## config.mk

```make
export PLATFORM = sky130hd
export DESIGN_NAME = rc4_ram
export DESIGN_NICKNAME = d
export VERILOG_FILES = /design/src/rc4_ram.sv
export SDC_FILE = /design/constraint.sdc
export NUM_CORES = 2
export LEC_CHECK = 0
export BUFFER_PORTS_ARGS = -buffer_cell sky130_fd_sc_hd__buf_2
export CAP_MARGIN = 20
export CORE_MARGIN = 2
export CORE_UTILIZATION = 60
export DETAILED_ROUTE_END_ITERATION = 10
export PLACE_DENSITY_LB_ADDON = 0.12
export REMOVE_ABC_BUFFERS = 1
export SLEW_MARGIN = 20
export SYNTH_ARGS = -nofsm -noshare
export SYNTH_HDL_FRONTEND = slang
export SYNTH_SLANG_ARGS = --single-unit
```

## constraint.sdc

```tcl
create_clock -name clk -period 3.2 [get_ports clk]
set_input_delay 0.64 -clock clk [delete_from_list [all_inputs] [get_ports clk]]
set_output_delay 0.64 -clock clk [all_outputs]
set_load 0.02 [all_outputs]
```

## src/rc4_ram.sv

```systemverilog
// ----------------------------------------------------------------------------
// rc4_ram
// Generic single-write, single-read RAM with registered read data.
// ----------------------------------------------------------------------------
module rc4_ram #(
  parameter int W     = 8,
  parameter int DEPTH = 256
) (
  input  logic                                 clk,
  input  logic                                 we,
  input  logic [(DEPTH > 1 ? $clog2(DEPTH) : 1)-1:0] waddr,
  input  logic [W-1:0]                         wdata,
  input  logic                                 re,
  input  logic [(DEPTH > 1 ? $clog2(DEPTH) : 1)-1:0] raddr,
  output logic [W-1:0]                         rdata
);

  logic [W-1:0] mem [DEPTH];
  logic [W-1:0] rdata_r;

  always_ff @(posedge clk) begin
    if (we) begin
      mem[waddr] <= wdata;
    end
    if (re) begin
      rdata_r <= mem[raddr];
    end
  end

  assign rdata = rdata_r;

endmodule

```

==> flow_summary_export.csv <==
group,metric,value,unit
global_route,met3_usage,0.0578,
setup_path,critical_path_class,"in2reg",
pwr,p_leak,29.7,nW
timing,drv_slew,0,
route,vias,41300,
route,wirelength,200,mm
min_path,min_path_type,"in2reg",
setup_path,arrival,3.71,ns
synthesis,syn_inst,3733,
timing,fin_skew,0.0213,ns
clock_network,path_clk_slew,0.06,ns
global_route,first_global_vias,41500,
pwr,p_sw,11.5,mW
die,core_area,132000,sq um
setup_path,path_buf_inv,3,
synthesis,synth_cell_types,54,
global_route,grtUsageMet2,0.472,
die,num_io_pins,35,
die,rows,133,
die,die_w,368,microns
layout,fillers,7847,
clock_network,cts_tree,"done",
timing,max_slew_margin,0.225,
synthesis,synth_edf_count,2056,
synthesis,synthFlopType,"edfxtp_1",
place,gp_congestion,0.924,
pwr,pwr-share-seq,0.537,
synthesis,ys_ff_latch,2056,
job,drv_cap,0,
route,ant_nets,0,
timing,layout_setup_ws,0.0552,ns
setup_path,cp.required,3.76,ns
min_path,hold_start,"re",
synthesis,async_flop_share,0,
global_route,grt_pass1_wl,290,mm
clock_network,cts_resized,0,
pwr,peakVddDrop,0.464,mV
global_route,grt_max_degree,94,
setup_path,crit_fanout,30,
pwr,clkPwrFrac,0.409,
min_path,hold_end,"rdata[6]$_DFFE_PP_",
pwr,share_comb_of_total_power,0.054,
route,vias_per_cell,6.62,
timing,rsz0062_at_grt,"false",
timing,worstMarginPinSlew,1.16,ns
route,drtIter0Drc,6199,
synthesis,syn_avg_cell_area,21.3,sq um
setup_path,r2r-start,"mem[83][1]$_DFFE_PP_",
pwr,intPower,43.9,mW
route,drc_errors,0,
setup_path,cpPeakStageDelay,0.90,ns
global_route,grt.total_usage,0.301,
clock_network,cts_root_buf,"clkbuf_16",
setup_path,r2r_cells,6,
pwr,switching_share,0.207,
global_route,gr-total-overflow,0,
setup_path,slowest_stage,"nor4_1",
timing,setup_viol,0,
timing,hold_viol_final,0,
timing,max_freq,318,MHz
clock_network,numCtsBuffers,196,
global_route,grt.busiest_layer,"met2",
setup_path,start_kind,"input port",
pwr,power_density,601,nW/um^2
die,die_h,368,microns
layout,areaGrowthSynthToFinish,15.6,%
place,dp_hpwl,129,mm
timing,period_share,0.983,
die,fp.dieArea,136000,sq um
clock_network,clkLatencyLatePin,0.80,ns
place,place_ws,-0.764,ns
setup_path,critical-path-top-delay-family,"simple AND/OR/NAND/NOR gates",
layout,drive_gt1_frac,0.305,
layout,finalNetCount,4343,
clock_network,hold_buffers,0,
setup_path,crit_chain,"buf_8 -> buf_12 -> mux4_2 -> mux4_2 -> nor2b_1 -> nor4_1 -> buf_4 -> nor4_1",
clock_network,cts_sinks,2056,
route,drtPass1Iterations,9,
run_status,status,"finished clean",
layout,multi_input_area,16500,sq um
clock_network,htreeDepth,4,
synthesis,synth_area,79600,sq um
clock_network,cts_buffer_depth,3,
setup_path,reg2reg_to,"rdata[1]$_DFFE_PP_",
die,initial_core_util,0.605,
timing,hold_slack,0.222,ns
setup_path,crit_path_end_kind,"flip-flop",
global_route,antenna_found_initial,11,
clock_network,cts_setup_buffers,0,
timing,layout_min_cycle_time,3.14,ns
min_path,hold_path_depth,1,
layout,fin_util,0.700,
place,portBuffers,34,
synthesis,yosysSeqAreaShare,0.775,
layout,seq_area,61700,sq um
synthesis,ys_warn_count,0,
route,wire_per_inst,32.1,microns
global_route,gr-usage-met1,0.436,
setup_path,worst-r2r-setup-slack,0.25,ns
## layout make-up
type,instances,share of cell area
flip-flops and latches,2056,0.670
multi-input cells,1442,0.179
repair buffers,618,0.0589
clock buffers,239,0.0562
well taps,1755,0.0238
clock inverters,117,0.0116
diodes,8,0.000217
inverters,2,0.0000815
## layer usage
metal | vias up | part of all wire
met5 | - | 0
met4 | 0 | 0.031
met3 | 340 | 0.10
met2 | 2426 | 0.48
met1 | 21700 | 0.39
li1 | 16900 | -
## cells in the final DEF (no fill, tap or decap), types with 5 or more instances in the layout
cell type,Yosys,final
nand3_1,34,34
clkinv_2,0,39
o22ai_1,28,28
a221oi_1,13,13
nor3_1,22,22
mux4_2,454,454
buf_2,31,23
o221ai_1,46,46
clkinv_1,1,47
clkbuf_1,111,38
buf_12,8,62
a22o_1,8,8
a22oi_1,133,133
clkbuf_16,0,201
nand4_1,10,10
a211oi_1,16,16
o22a_1,5,5
nor2b_1,31,28
diode_2,0,8
clkinvlp_4,0,5
nand2_1,33,33
o211ai_1,10,10
nand2b_1,8,8
mux2i_1,134,134
and2_1,6,6
nor4_1,24,24
a21oi_1,96,96
nor2_1,282,279
bufinv_16,0,20
buf_4,27,523
o21ai_0,10,10
edfxtp_1,2056,2056
clkbuf_8,0,8
## kinds of logic (layout without fill, tap and decap cells)
logic type / Yosys count / count (layout) / synth area share
buffers and inverters: 235 / 976 / 0.0183
other: 0 / 8 / 0
muxes: 591 / 591 / 0.146
DFF: 2056 / 2056 / 0.775
AOI/OAI and AO/OA: 385 / 385 / 0.0342
and+or+nand+nor: 466 / 466 / 0.0263
## per-stage QoR
stage | cell area (sq um) | TNS [ns] | power (mW) | instances
after global routing | 92100 | 0 | 56.7 | 6232
after CTS | 92100 | 0 | 55.6 | 6229
after floorplan | 78200 | 0 | 31.3 | 3500
final | 92100 | 0 | 55.4 | 6237
after detailed placement | 85800 | -3.47 | 33.3 | 5873
after global placement | 85800 | -3.68 | 33.2 | 5873
## worst register-to-register path: cells and delay by family, from the launching register on
family        cells  cell delay [ns]
buf+inv           1             0.24
mux               2             0.95
flops             1             0.38
simple gates      3             1.15
## power groups by stage
| stage | sequential, mW | combinational, mW | clock [mW] |
|---|---|---|---|
| 3_3_place_gp | 30.3 | 2.90 | 0 |
| 4_1_cts | 29.7 | 2.98 | 22.9 |
| 2_1_floorplan | 30.3 | 1.04 | 0 |
| 6_report | 29.7 | 2.98 | 22.6 |
| 3_5_place_dp | 30.3 | 2.97 | 0 |
| 5_1_grt | 29.7 | 3.13 | 23.9 |
## synthesized netlist by cell type, types with 2 or more instances
cell type / number / share of area
buf_6: 21 / 0.0030
nor3_1: 22 / 0.0014
buf_1: 22 / 0.0010
a22o_1: 8 / 0.00088
o22ai_1: 28 / 0.0022
nand4_1: 10 / 0.00079
nand2b_1: 8 / 0.00063
a221oi_1: 13 / 0.0014
a2111oi_1: 2 / 0.00025
nand2_1: 33 / 0.0016
and3b_1: 2 / 0.00022
a22oi_1: 133 / 0.013
buf_2: 31 / 0.0019
a2111oi_0: 2 / 0.00022
a31oi_1: 2 / 0.00016
clkbuf_1: 111 / 0.0052
o211ai_1: 10 / 0.00094
a311oi_1: 2 / 0.00022
buf_12: 8 / 0.0020
mux2i_1: 134 / 0.017
nor4_1: 24 / 0.0019
o21ai_0: 10 / 0.00063
and2_1: 6 / 0.00047
mux4_1: 2 / 0.00066
or2_2: 4 / 0.00031
nor2_1: 282 / 0.013
nor2b_1: 31 / 0.0024
a211oi_1: 16 / 0.0015
buf_8: 13 / 0.0025
o221ai_1: 46 / 0.0051
o22a_1: 5 / 0.00055
edfxtp_1: 2056 / 0.78
nor4_2: 3 / 0.00047
nand3_1: 34 / 0.0021
o32ai_1: 4 / 0.00044
mux4_2: 454 / 0.13
nand3b_1: 2 / 0.00019
o21ai_1: 2 / 0.00013
buf_4: 27 / 0.0025
a21oi_1: 96 / 0.0060
## flip-flops by register name, indices dropped and copies added, names as in the netlist
name,flops
mem,2048
rdata,8
## worst max path at each step
stage	endpoint	from	cells past startpoint	slack, ns
after floorplan	rdata[6]$_DFFE_PP_	raddr[2]	6	0.07
after global placement	rdata[1]$_DFFE_PP_	raddr[0]	10	-0.78
after detailed placement	rdata[1]$_DFFE_PP_	raddr[0]	10	-0.76
after CTS	rdata[1]$_DFFE_PP_	raddr[0]	10	0.11
after global routing	rdata[1]$_DFFE_PP_	raddr[0]	10	0.08
final	rdata[1]$_DFFE_PP_	raddr[0]	8	0.06
Power figures use the tool's default switching activity.
