File: src/rc4_pkg.sv
// ----------------------------------------------------------------------------
// rc4_pkg
// Shared types and constants for the RC4 cipher core.
// ----------------------------------------------------------------------------
package rc4_pkg;

  localparam int PermDepth = 256;
  localparam int PermAw    = 8;
  localparam logic [PermAw-1:0] PermLast = 8'hFF;

  // action codes on the input channel
  localparam logic ActKey  = 1'b0;
  localparam logic ActData = 1'b1;

  typedef enum logic [3:0] {
    ST_IDLE,
    ST_D0,
    ST_D1,
    ST_D2,
    ST_D3,
    ST_D4,
    ST_K0,
    ST_K1,
    ST_K2,
    ST_K3
  } rc4_state_t;

  // work request from the front end to the engine
  typedef struct packed {
    logic       sched;
    logic       cipher;
    logic [7:0] data;
    logic       last;
  } rc4_cmd_t;

  // finished result from the engine
  typedef struct packed {
    logic       valid;
    logic [7:0] data;
    logic       last;
  } rc4_res_t;

endpackage

File: src/rc4_ram.sv
// ----------------------------------------------------------------------------
// rc4_ram
// Generic single-write, single-read RAM with registered read data.
// ----------------------------------------------------------------------------
module rc4_ram #(
  parameter int W     = 8,
  parameter int DEPTH = 256
) (
  input  logic                                 clk,
  input  logic                                 we,
  input  logic [(DEPTH > 1 ? $clog2(DEPTH) : 1)-1:0] waddr,
  input  logic [W-1:0]                         wdata,
  input  logic                                 re,
  input  logic [(DEPTH > 1 ? $clog2(DEPTH) : 1)-1:0] raddr,
  output logic [W-1:0]                         rdata
);

  logic [W-1:0] mem [DEPTH];
  logic [W-1:0] rdata_r;

  always_ff @(posedge clk) begin
    if (we) begin
      mem[waddr] <= wdata;
    end
    if (re) begin
      rdata_r <= mem[raddr];
    end
  end

  assign rdata = rdata_r;

endmodule

File: src/rc4_engine.sv
// ----------------------------------------------------------------------------
// rc4_engine
// Sequencer around the permutation RAM: key schedule and keystream steps.
// ----------------------------------------------------------------------------
module rc4_engine
  import rc4_pkg::*;
#(
  parameter int KEY_MAX_BYTES = 256
) (
  input  logic                                  clk,
  input  logic                                  rst_n,
  input  rc4_cmd_t                              cmd,
  input  logic [$clog2(KEY_MAX_BYTES+1)-1:0]    key_len,
  output logic [(KEY_MAX_BYTES > 1 ? $clog2(KEY_MAX_BYTES) : 1)-1:0] key_raddr,
  input  logic [7:0]                            key_rdata,
  input  logic                                  out_free,
  output logic                                  busy,
  output rc4_res_t                              res
);

  localparam int CW = $clog2(KEY_MAX_BYTES + 1);
  localparam int KW = (KEY_MAX_BYTES > 1) ? $clog2(KEY_MAX_BYTES) : 1;

  rc4_state_t state_r, state_nxt;

  logic [PermAw-1:0] x_r, x_nxt, y_r, y_nxt;
  logic [PermAw-1:0] i_r, i_nxt, j_r, j_nxt;
  logic [7:0]        a_r, a_nxt, b_r, b_nxt;
  logic [7:0]        data_r, data_nxt;
  logic              last_r, last_nxt;
  logic              fwd_r, fwd_nxt;
  logic [KW-1:0]     kidx_r, kidx_nxt;
  logic [CW-1:0]     len_r, len_nxt;
  logic [CW-1:0]     kinc;

  logic [PermDepth-1:0] pvalid_r;
  logic                 rd_valid_r;
  logic [PermAw-1:0]    rd_addr_r;

  logic              p_we, p_re, clr_valid;
  logic [PermAw-1:0] p_waddr, p_raddr;
  logic [7:0]        p_wdata, p_q, pdat, ks;

  rc4_ram #(.W(8), .DEPTH(PermDepth)) u_perm (
    .clk   (clk),
    .we    (p_we),
    .waddr (p_waddr),
    .wdata (p_wdata),
    .re    (p_re),
    .raddr (p_raddr),
    .rdata (p_q)
  );

  // entries not written since the last identity reset read as their index
  assign pdat      = rd_valid_r ? p_q : rd_addr_r;
  assign ks        = fwd_r ? a_r : pdat;
  assign kinc      = CW'(kidx_r) + CW'(1);
  assign key_raddr = kidx_r;
  assign busy      = (state_r != ST_IDLE);

  // next state
  always_comb begin
    state_nxt = state_r;
    unique case (state_r)
      ST_IDLE: begin
        if (cmd.sched) begin
          state_nxt = ST_K0;
        end else if (cmd.cipher) begin
          state_nxt = ST_D0;
        end
      end
      ST_D0: state_nxt = ST_D1;
      ST_D1: state_nxt = ST_D2;
      ST_D2: state_nxt = ST_D3;
      ST_D3: state_nxt = ST_D4;
      ST_D4: begin
        if (out_free) begin
          state_nxt = ST_IDLE;
        end
      end
      ST_K0: state_nxt = ST_K1;
      ST_K1: state_nxt = ST_K2;
      ST_K2: state_nxt = ST_K3;
      ST_K3: begin
        state_nxt = (i_r == PermLast) ? ST_IDLE : ST_K0;
      end
      default: state_nxt = ST_IDLE;
    endcase
  end

  // datapath and RAM control
  always_comb begin
    x_nxt     = x_r;
    y_nxt     = y_r;
    i_nxt     = i_r;
    j_nxt     = j_r;
    a_nxt     = a_r;
    b_nxt     = b_r;
    data_nxt  = data_r;
    last_nxt  = last_r;
    fwd_nxt   = fwd_r;
    kidx_nxt  = kidx_r;
    len_nxt   = len_r;
    p_we      = 1'b0;
    p_waddr   = '0;
    p_wdata   = '0;
    p_re      = 1'b0;
    p_raddr   = '0;
    clr_valid = 1'b0;
    res       = '0;
    unique case (state_r)
      ST_IDLE: begin
        if (cmd.sched) begin
          len_nxt   = key_len;
          i_nxt     = '0;
          j_nxt     = '0;
          kidx_nxt  = '0;
          clr_valid = 1'b1;
        end else if (cmd.cipher) begin
          data_nxt = cmd.data;
          last_nxt = cmd.last;
        end
      end
      ST_D0: begin
        x_nxt   = x_r + 8'd1;
        p_re    = 1'b1;
        p_raddr = x_r + 8'd1;
      end
      ST_D1: begin
        a_nxt   = pdat;
        y_nxt   = y_r + pdat;
        p_re    = 1'b1;
        p_raddr = y_r + pdat;
      end
      ST_D2: begin
        b_nxt   = pdat;
        p_we    = 1'b1;
        p_waddr = x_r;
        p_wdata = pdat;
      end
      ST_D3: begin
        p_we    = 1'b1;
        p_waddr = y_r;
        p_wdata = a_r;
        p_re    = 1'b1;
        p_raddr = a_r + b_r;
        // keystream index hits the entry written this cycle
        fwd_nxt = ((a_r + b_r) == y_r);
      end
      ST_D4: begin
        if (out_free) begin
          res.valid = 1'b1;
          res.data  = data_r ^ ks;
          res.last  = last_r;
        end
      end
      ST_K0: begin
        p_re    = 1'b1;
        p_raddr = i_r;
      end
      ST_K1: begin
        a_nxt   = pdat;
        j_nxt   = j_r + pdat + key_rdata;
        p_re    = 1'b1;
        p_raddr = j_r + pdat + key_rdata;
      end
      ST_K2: begin
        p_we    = 1'b1;
        p_waddr = i_r;
        p_wdata = pdat;
      end
      ST_K3: begin
        p_we     = 1'b1;
        p_waddr  = j_r;
        p_wdata  = a_r;
        i_nxt    = i_r + 8'd1;
        kidx_nxt = (kinc == len_r) ? '0 : kinc[KW-1:0];
        if (i_r == PermLast) begin
          x_nxt = '0;
          y_nxt = '0;
        end
      end
      default: ;
    endcase
  end

  always_ff @(posedge clk) begin
    if (!rst_n) begin
      state_r    <= ST_IDLE;
      x_r        <= '0;
      y_r        <= '0;
      pvalid_r   <= '0;
      rd_valid_r <= 1'b0;
      rd_addr_r  <= '0;
    end else begin
      state_r <= state_nxt;
      x_r     <= x_nxt;
      y_r     <= y_nxt;
      if (clr_valid) begin
        pvalid_r <= '0;
      end else if (p_we) begin
        pvalid_r[p_waddr] <= 1'b1;
      end
      if (p_re) begin
        rd_valid_r <= pvalid_r[p_raddr];
        rd_addr_r  <= p_raddr;
      end
    end
  end

  always_ff @(posedge clk) begin
    i_r    <= i_nxt;
    j_r    <= j_nxt;
    a_r    <= a_nxt;
    b_r    <= b_nxt;
    data_r <= data_nxt;
    last_r <= last_nxt;
    fwd_r  <= fwd_nxt;
    kidx_r <= kidx_nxt;
    len_r  <= len_nxt;
  end

endmodule

File: config.mk
export PLATFORM = sky130hd
export DESIGN_NAME = rc4_engine
export DESIGN_NICKNAME = d
export VERILOG_FILES = /design/src/rc4_pkg.sv /design/src/rc4_ram.sv /design/src/rc4_engine.sv
export SDC_FILE = /design/constraint.sdc
export NUM_CORES = 2
export LEC_CHECK = 0
export ABC_CLOCK_PERIOD_IN_PS = 23500
export BUFFER_PORTS_ARGS = -buffer_cell sky130_fd_sc_hd__buf_2
export CAP_MARGIN = 20
export CORE_MARGIN = 5
export CORE_UTILIZATION = 40
export CTS_CLUSTER_DIAMETER = 120
export DETAILED_ROUTE_END_ITERATION = 10
export PLACE_DENSITY = 0.58
export SLEW_MARGIN = 0
export SYNTH_ARGS = -nofsm -noshare
export SYNTH_HDL_FRONTEND = slang
export SYNTH_SLANG_ARGS = --single-unit
File: constraint.sdc
create_clock -name clk -period 23.5 [get_ports clk]
set_input_delay 4.7 -clock clk [delete_from_list [all_inputs] [get_ports clk]]
set_output_delay 4.7 -clock clk [all_outputs]
set_load 0.05 [all_outputs]
==> summary.md <==
| Metric | Value |
|---|---|
| Status | finished clean |
| Root buf cell | clkbuf_16 |
| Via count | 65,400 |
| DRC Markers | 0 |
| Arr. time, crit path | 11.68 ns |
| Hold_ws | 0.469 ns |
| Worst min path class | reg2reg |
| I/O pin cnt | 50 |
| Worst skew pair latency | 0.88 ns |
| Tcrit/Tclk final | 47.2% |
| Setup TNS | 0 ns |
| Die ar. | 253,000 um2 |
| Distinct cells, synth | 77 |
| Largest registers | u_perm.mem x2048, pvalid_r x256, len_r x9 |
| Clk buf depth | 3 |
| Most common cell after layout, fill and taps aside | nand2_1 |
| PnR Total Power | 14,600 uW |
| CTS sink count | 2,400 |
| CTS tree | built |
| Reg clk slew, reported paths | 0.06 ns |
| Syn_area_per_cell | 12.1 um2 |
| DPL Wire Length | 168 mm |
| Die X | 503 um |
| Fill count | 21,800 |
| Logic pwr share | 39.4% |
| Cell depth of the worst setup path | 18 |
| Vias per cell | 5.74 |
| Die Height | 503 um |
| Initial Utilization | 40.1% |
| Synth-to-Final Area Change | 11.4% |
| Layout Nets | 8,036 |
| Post-route cell area | 108,000 um2 |
| Synthesized cell area | 97,300 um2 |
| Max frequency | 90.1 MHz |
| Max reg flops | 2,048 |
| Rel. slew slack | 22.7% |
| P_sw | 5980 uW |
| Largest net degree at the start of global routing | 191 |
| Crit-path max cell delay | 0.78 ns |
| Top_reg_cell synth | edfxtp_1 |
| Cell row count | 181 |
| Largest Register | u_perm.mem |
| Core Region | 243,000 um2 |
| Cell-internal power | 8600 uW |
| Slowest-stage cell, CP | buf_4 |
| Dpl ws | 11.76 ns |
| CP Cell Sequence | buf_2, inv_1, fa_1, inv_1, ha_1, fa_1, nand2_1, nand3_4, buf_4, buf_4, buf_4, and3_1, a31oi_1, a32o_1, a221oi_1, o221ai_1, mux2i_1, mux2i_1 |
| Setup WS post-layout | 12.40 ns |
| Global Route Usage Sum | 22.6% |
| Switching Share | 41.0% |
| Setup violators final | 0 |
| Pwr Density | 134 nW/um2 |
| Final Critical Period | 11.10 ns |
| Top-area cell type share of the netlist area | 65.3% |
| Clock share of power | 26.0% |
| Largest area contributor in the netlist | edfxtp_1 |
| Layout cells sized above 1 | 7.64% |
| Post-Syn Instances | 8,067 |
| Initial DRC Count | 8,012 |
| Ys Warns | 0 |
| Vias in the first global route | 60,900 |
| RSZ-0062 raised after global routing | false |
| Family with the most delay on the worst path | buffers and inverters |
| Ys async rst share | 0% |
| Overflow after GRT | 0 |
| Leakage power | 0.0383 uW |
| Wire per inst | 25.8 um |
| Critical path fanouts, max | 68 |
| Crit path buffers/inverters | 6 |
| Crit. End Element | register |
| Worst Path Class, Setup | in2reg |
| WHS Path Cells | 2 |
| DP Area | 101,000 um2 |
| Register area share after synthesis | 71.1% |
| Post-cts resize count | 0 |
| Syn Nets | 8,131 |
| CTS Buf Count | 234 |
| 1st-pass router iterations | 6 |
| First-pass GRT wire length | 428 mm |
| Peak VDD IR | 0.0886 mV |
| Sequential power share | 34.6% |
| Cell mode on critical path | buf_4 |
| Setup Skew | 0.0457 ns |
| Max-Cap Viols | 0 |
| Post-CTS Setup Inserts | 0 |
| Final hold viol count | 0 |
| Max Slew Vio Count | 0 |
| DRT antenna net count | 0 |
| Initial antenna violation count | 10 |
| H-tree depth | 4 |
| Most frequent cells in the layout | nand2_1, edfxtp_1, nand3_1 |
| Slew @ Worst Pin | 1.16 ns |
| FF+latch count, synth | 2,400 |
| Cts-stage hold buffer count | 0 |
| R2r worst-path depth | 16 |
| Startpoint types | input port |
| Number of synthesized flops with an enable pin | 2,115 |
| Synth top area cells | edfxtp_1, nand2_1, dfxtp_1, nand3_1, nor2_1 |
| Final GP Congestion | 0.841 |
| WP data required | 24.08 ns |
| DRT Wirelength | 294 mm |
| IO Port Bufs | 49 |
==> metal layers <==
metal	share of wire, %	global-route usage [%]
met1	41	32.2
met2	46	35.1
met3	9.0	3.87
met4	3.9	8.29
met5	0.011	0
==> kinds of logic (layout without fill, tap and decap cells) <==
| kind of cell | count (synthesis) | after routing | share of synthesized area [%] |
|---|---|---|---|
| fa+ha+maj | 33 | 33 | 0.502 |
| xor+xnor | 57 | 57 | 0.513 |
| buf+inv | 558 | 673 | 2.66 |
| other cells | 0 | 7 | 0 |
| mux | 194 | 194 | 2.06 |
| flops | 2400 | 2400 | 71.1 |
| simple gates | 4150 | 4150 | 17.9 |
| compound gates | 675 | 675 | 5.19 |
==> metrics by stage <==
stage | util, % | cells
after floorplan | - | 8067
after global placement | 41.4 | 10900
after detailed placement | 41.4 | 10900
after CTS | 44.6 | 11400
after global routing | 44.7 | 11400
final | 44.7 | 11400
==> Yosys cell counts, types with 6 or more instances <==
cell type,count
nand2_1,2137
edfxtp_1,2115
nand3_1,882
nor2_1,849
dfxtp_1,285
clkbuf_1,262
and3_1,201
a31oi_1,197
mux2i_1,189
buf_2,188
a311oi_1,73
a32oi_1,56
a221oi_1,54
a21oi_1,51
a32o_1,50
a22oi_1,43
buf_4,36
o21ai_0,35
xnor2_1,35
buf_1,29
inv_1,27
o221ai_1,25
a211oi_1,23
ha_1,23
xor2_1,22
nor3_1,16
buf_6,13
nand4_1,12
o21a_1,12
and2_1,10
fa_1,10
a21o_1,8
nand2b_1,6
or3_1,6
==> final cells by class <==
cell class                 instances  area [um2]  area share [%]
inverter                          28         105          0.0970
clock buffer                     336        6710            6.19
timing repair buffer             199        1520            1.40
tap                             3202        4010            3.70
multi-input combinational       5109       25800            23.8
clock inverter                   110        1060           0.978
sequential                      2400       69200            63.9
antenna                            7        17.5          0.0162
==> path summary, 6_finish.rpt <==
kind | from | endpoint | slack [ns]
worst max-delay path | key_rdata[1] | u_perm.rdata[3] | 12.40
worst min-delay path | pvalid_r[214] | pvalid_r[214] | 0.47
worst max register to register | rd_valid_r | u_perm.rdata[3] | 14.61
worst min register to register | pvalid_r[214] | pvalid_r[214] | 0.47
==> worst register-to-register path: cells and delay by family, from the launching register on <==
kind,cells,cell delay (ns)
buffers and inverters,4,2.61
muxes,3,1.77
AOI/OAI and AO/OA,4,1.27
adders and majority gates,2,1.04
and+or+nand+nor,3,1.03
DFF,1,0.86
==> power by group through the flow <==
stage,clock [uW],combinational [uW],sequential (uW)
3_5_place_dp,0,5690,5130
4_1_cts,3830,5700,5040
2_1_floorplan,0,3530,5330
5_1_grt,4010,6090,5050
3_3_place_gp,0,5670,5130
6_report,3790,5740,5040
Power figures use the tool's default switching activity.
